[src/pcp_pkg.sv]
`timescale 1ns / 1ps

package pcp_pkg;

   // Coordinate and register formats.
   typedef logic signed [15:0] coord_type;
   typedef logic signed [31:0] prod_type;

   // Configuration register indexes.
   typedef enum logic [2:0] {
      REG_CAM0 = 3'd0,
      REG_CAM1 = 3'd1,
      REG_CAM2 = 3'd2,
      REG_AUX0 = 3'd3,
      REG_AUX1 = 3'd4,
      REG_AUX2 = 3'd5,
      REG_INTR = 3'd6,
      REG_SIZE = 3'd7
   } csr_index_type;

   localparam logic [63:0] ROW0_RESET = 64'h4000_0000_0000_0000;
   localparam logic [63:0] ROW1_RESET = 64'h0000_4000_0000_0000;
   localparam logic [63:0] ROW2_RESET = 64'h0000_0000_4000_0000;

   // Open crop box limits per sensor, Q7.8 metres.
   localparam coord_type S0_X_LO = 16'sd0;
   localparam coord_type S0_X_HI = 16'sd12800;
   localparam coord_type S0_Y_LO = -16'sd2560;
   localparam coord_type S0_Y_HI = 16'sd2560;
   localparam coord_type S0_Z_LO = -16'sd1280;
   localparam coord_type S0_Z_HI = 16'sd768;
   localparam coord_type S1_X_LO = 16'sd0;
   localparam coord_type S1_X_HI = 16'sd2560;
   localparam coord_type S1_Y_LO = -16'sd12800;
   localparam coord_type S1_Y_HI = 16'sd5120;
   localparam coord_type S1_Z_LO = -16'sd1280;
   localparam coord_type S1_Z_HI = 16'sd1280;

   // Camera-frame box.
   localparam coord_type CAM_XY_LIM = 16'sd1280;
   localparam coord_type ZC_MIN     = 16'sd51;
   localparam coord_type ZC_MAX     = 16'sd10240;

   // Divider layout: magnitude bits, quotient bits resolved per stage.
   localparam int NUM_W       = 32;
   localparam int REM_W       = 16;
   localparam int DIV_W       = 15;
   localparam int DIV_STEPS   = 4;
   localparam int DIV_STAGES  = NUM_W / DIV_STEPS;

   // One divider lane: the dividend shifts out on top while quotient bits
   // shift in at the bottom.
   typedef struct packed {
      logic [NUM_W-1:0] num;
      logic [REM_W-1:0] rem;
   } div_lane_type;

   // Saturate a transform row result to 16 bits.
   function automatic coord_type sat16(input logic signed [20:0] v);
      coord_type r;
      if (v > 21'sd32767) begin
         r = 16'sh7FFF;
      end else if (v < -21'sd32768) begin
         r = 16'sh8000;
      end else begin
         r = v[15:0];
      end
      return r;
   endfunction

   // Saturate a pixel coordinate to 0..65535.
   function automatic logic [15:0] sat_u16(input logic signed [33:0] v);
      logic [15:0] r;
      if (v < 34'sd0) begin
         r = 16'h0000;
      end else if (v > 34'sd65535) begin
         r = 16'hFFFF;
      end else begin
         r = v[15:0];
      end
      return r;
   endfunction

endpackage

[src/pcp_div_stage.sv]
`timescale 1ns / 1ps

module pcp_div_stage
   import pcp_pkg::*;
(
   input  logic               clock,
   input  logic               en,
   input  div_lane_type       lane_in,
   input  logic [DIV_W-1:0]   divisor,
   output div_lane_type       lane_out
);

   div_lane_type lane_ff;
   div_lane_type lane_in_next;

   // Restoring division, several quotient bits per stage.
   always_comb begin
      lane_in_next = lane_in;
      for (int i = 0; i < DIV_STEPS; i++) begin
         lane_in_next.rem = {lane_in_next.rem[REM_W-2:0], lane_in_next.num[NUM_W-1]};
         lane_in_next.num = {lane_in_next.num[NUM_W-2:0], 1'b0};
         if (lane_in_next.rem >= {1'b0, divisor}) begin
            lane_in_next.rem    = lane_in_next.rem - {1'b0, divisor};
            lane_in_next.num[0] = 1'b1;
         end
      end
   end

   always_ff @(posedge clock) begin
      if (en) begin
         lane_ff <= lane_in_next;
      end
   end

   assign lane_out = lane_ff;

endmodule

[config.mk]
export PLATFORM = sky130hd
export DESIGN_NAME = pcp_div_stage
export DESIGN_NICKNAME = d
export VERILOG_FILES = /design/src/pcp_pkg.sv /design/src/pcp_div_stage.sv
export SDC_FILE = /design/constraint.sdc
export NUM_CORES = 1
export LEC_CHECK = 0
export BUFFER_PORTS_ARGS = -buffer_cell sky130_fd_sc_hd__buf_4
export CAP_MARGIN = 30
export CORE_MARGIN = 2
export CORE_UTILIZATION = 57
export CTS_CLUSTER_SIZE = 30
export DETAILED_ROUTE_END_ITERATION = 10
export GPL_ROUTABILITY_DRIVEN = 0
export PLACE_DENSITY = 0.83
export SLEW_MARGIN = 20
export SYNTH_ARGS = -nofsm -noshare
export SYNTH_HDL_FRONTEND = slang
export SYNTH_SLANG_ARGS = --single-unit
[constraint.sdc]
create_clock -name clock -period 11.8 [get_ports clock]
set_input_delay 0.59 -clock clock [delete_from_list [all_inputs] [get_ports clock]]
set_output_delay 0.59 -clock clock [all_outputs]
set_load 0.01 [all_outputs]
==> insert_results.sql <==
INSERT INTO impl_metrics (metric_group, metric, value, unit) VALUES
('run_status', 'run_status', 'completed', ''),
('setup_path', 'critical_path.startpoint', 'lane_in[47]', ''),
('floorplanning', 'die_area', '0.0101', 'mm2'),
('cells_and_area', 'largest_register_ffs', '48', ''),
('detailed_routing', 'first_iter_violations', '333', ''),
('pwr', 'power.internal', '1.09', 'mW'),
('yosys', 'synth-async-reset-ratio', '0', ''),
('timing', 'timing.slew.headroom', '0.378', ''),
('setup_path', 'worst_path_largest_cell_delay', '800', 'ps'),
('pwr', 'power', '2.12', 'mW'),
('clocking', 'cts_inserted_buffers', '5', ''),
('detailed_routing', 'postRouteAntennaNets', '0', ''),
('cells_and_area', 'postLayoutCellArea', '0.00635', 'mm2'),
('place', 'estimated_wirelength_of_the_detail_placed_design', '10700', 'um'),
('pwr', 'combinational_group_share_of_total_power', '0.790', ''),
('cells_and_area', 'post-route-util', '0.698', ''),
('yosys', 'synthesis.yosys.warnings', '0', ''),
('pwr', 'total_leakage_power', '2.77', 'nW'),
('timing', 'final_period_minus_worst_setup_slack', '10690', 'ps'),
('global_route', 'overall_track_demand_over_capacity_in_global_routing', '0.267', ''),
('clocking', 'ctsRootBufferMaster', 'clkbuf_8', ''),
('clocking', 'h_tree_levels', '2', ''),
('detailed_routing', 'route.vias.total', '4957', ''),
('detailed_routing', 'totalWireLength', '13900', 'um'),
('yosys', 'syn_nets', '701', ''),
('yosys', 'synth_top_area_share', '0.272', ''),
('pwr', 'seq_power_share', '0.143', ''),
('timing', 'setup_viol', '0', ''),
('timing', 'worstMarginPinSlew', '933', 'ps'),
('global_route', 'vias_in_the_first_global_route', '4757', ''),
('setup_path', 'crit_path_frequent_cell', 'inv_1', ''),
('run', 'maxCapViolCount', '0', ''),
('cells_and_area', 'stdcell_count', '792', ''),
('yosys', 'synth-seq-area-share', '0.272', ''),
('pwr', 'powerDensity', '334', 'mW/mm2'),
('yosys', 'synthesis.area', '0.00529', 'mm2'),
('global_route', 'routing_usage_on_met1', '0.326', ''),
('timing', 'timing.fmax', '93.6', 'MHz'),
('yosys', 'synth_area_per_cell', '9.25', 'um2'),
('pwr', 'p_switching', '1.03', 'mW'),
('pwr', 'netSwitchingFraction', '0.487', ''),
('yosys', 'synthesis.instances', '572', ''),
('floorplanning', 'chipWidth', '100', 'um'),
('yosys', 'synth-seq-cells', '48', ''),
('setup_path', 'timing.critical_path.arrival', '10800', 'ps'),
('clocking', 'cts_max_path_buffers', '2', ''),
('yosys', 'synthDominantAreaCellType', 'edfxtp_1', ''),
('floorplanning', 'coreArea', '0.00911', 'mm2'),
('clocking', 'post_cts_hold_buffer_count', '0', ''),
('setup_path', 'cp.required', '11910', 'ps'),
('pwr', 'irDropWorstVdd', '0.000383', 'V'),
('yosys', 'synth_top_flop_cell', 'edfxtp_1', ''),
('setup_path', 'timing.critical_path.fanout_max', '31', ''),
('detailed_routing', 'drt_pre_antenna_iters', '5', ''),
('place', 'dpl-instance-area', '0.00622', 'mm2'),
('setup_path', 'worst_setup_path_endpoint', 'lane_out[9]$_DFFE_PP_', ''),
('floorplanning', 'die_h', '100', 'um'),
('cells_and_area', 'diodes', '0', ''),
('yosys', 'synth-edff-count', '48', ''),
('yosys', 'post_synth_main_area_contributors', 'edfxtp_1, ha_1, mux2_2, o21ai_0, xnor2_1', ''),
('global_route', 'grtUsageMet3', '0.0376', ''),
('setup_path', 'timing.critical_path.to_type', 'flip-flop', ''),
('floorplanning', 'ios', '113', ''),
('clocking', 'worst_setup_hold_path_clk_slew', '100', 'ps'),
('worst_hold_path', 'min-delay-path-class', 'in2reg', ''),
('floorplanning', 'core.rowCount', '35', ''),
('global_route', 'globalRoute.busiestLayer', 'met2', ''),
('global_route', 'grt_overflow_total', '0', ''),
('clocking', 'cts.repair.resized', '0', ''),
('clocking', 'cts_tree', 'built', ''),
('setup_path', 'startpoint_type', 'primary input', '');
synth_stat cells (9+ instances only):
cell      instances
nor2b_1          10
xnor2_1          21
mux2i_1           9
a21oi_1          34
a21o_1           13
nor3_1           19
ha_1             60
inv_1            44
o21a_1           11
nand2_1          37
nand4_1          17
nor2_1           30
edfxtp_1         48
o21ai_0          39
mux2_2           19
nand2b_1         12
xor2_1           17
nand3_1          15
worst min path at each step:
stage	startpoint	end	slack, ps	cells after the start
detailed placement	lane_in[30]	lane_out[34]$_DFFE_PP_	770	1
finish	lane_in[18]	lane_out[22]$_DFFE_PP_	450	1
global placement	lane_in[29]	lane_out[33]$_DFFE_PP_	770	1
CTS	lane_in[30]	lane_out[34]$_DFFE_PP_	440	1
global route	lane_in[27]	lane_out[31]$_DFFE_PP_	440	1
floorplan	lane_in[16]	lane_out[20]$_DFFE_PP_	690	0
logic make-up (layout without fill, tap and decap cells):
| kind of cell | after synthesis | in the layout | share of synthesized area |
|---|---|---|---|
| AND/OR/NAND/NOR | 171 | 171 | 0.168 |
| AO/OA/AOI/OAI | 164 | 164 | 0.234 |
| adder cells (fa/ha/maj) | 64 | 64 | 0.157 |
| buffers and inverters | 57 | 166 | 0.0437 |
| flip-flops | 48 | 48 | 0.272 |
| XOR/XNOR | 38 | 38 | 0.0629 |
| multiplexers | 30 | 30 | 0.0629 |
cell usage in the layout (no fill, tap or decap), types with 5 or more instances in the layout:
cell type and instances:
xnor2_1 21, nor3_1 19, a21oi_1 34, o21ai_0 39, or3_1 5, ha_1 60, inv_1 44, clkbuf_8 5
nand4_1 17, and2_1 5, o31a_1 5, xor2_1 17, a21o_1 13, o21a_1 11, edfxtp_1 48, nand2_1 37
nand3_1 15, o221ai_2 8, buf_4 112, o211ai_1 5, nor2_1 30, mux2i_1 9, nand2b_1 12, nor2b_1 10
mux2_2 19
worst max-delay path: cells and delay by family:
| family | cells | cell delay (ps) |
|---|---|---|
| AOI/OAI and AO/OA | 20 | 4700 |
| adders and majority gates | 5 | 1700 |
| buffers and inverters | 8 | 1130 |
| muxes | 1 | 400 |
| and+or+nand+nor | 10 | 2240 |
metal layers:
| metal | wire, um | vias up |
|---|---|---|
| li1 | - | 2376 |
| met1 | 5600 | 2329 |
| met2 | 7050 | 216 |
| met3 | 918 | 36 |
| met4 | 287 | 0 |
| met5 | 0 | - |
power groups by stage:
stage          clock (mW)  combinational [mW]  sequential, mW
2_1_floorplan           0                1.26           0.329
3_3_place_gp            0                1.56           0.304
3_5_place_dp            0                1.62           0.307
4_1_cts             0.145                1.64           0.303
5_1_grt             0.150                1.81           0.307
6_report            0.144                1.68           0.303
final cells by class:
cell class / count / area [um2]
Clock buffer: 5 / 68.8
Clock inverter: 3 / 68.8
Fill cell: 707 / 2750
Tap cell: 111 / 139
Timing Repair Buffer: 112 / 841
Inverter: 46 / 175
Multi-Input combinational cell: 467 / 3620
Sequential cell: 48 / 1440
stage by stage:
step,hold WS (ps),setup slack [ps]
after floorplan,689,2260
after global placement,768,1260
after detailed placement,770,1030
after CTS,445,1310
after global routing,436,497
final,450,1110
(Power assumes the default switching activity.)
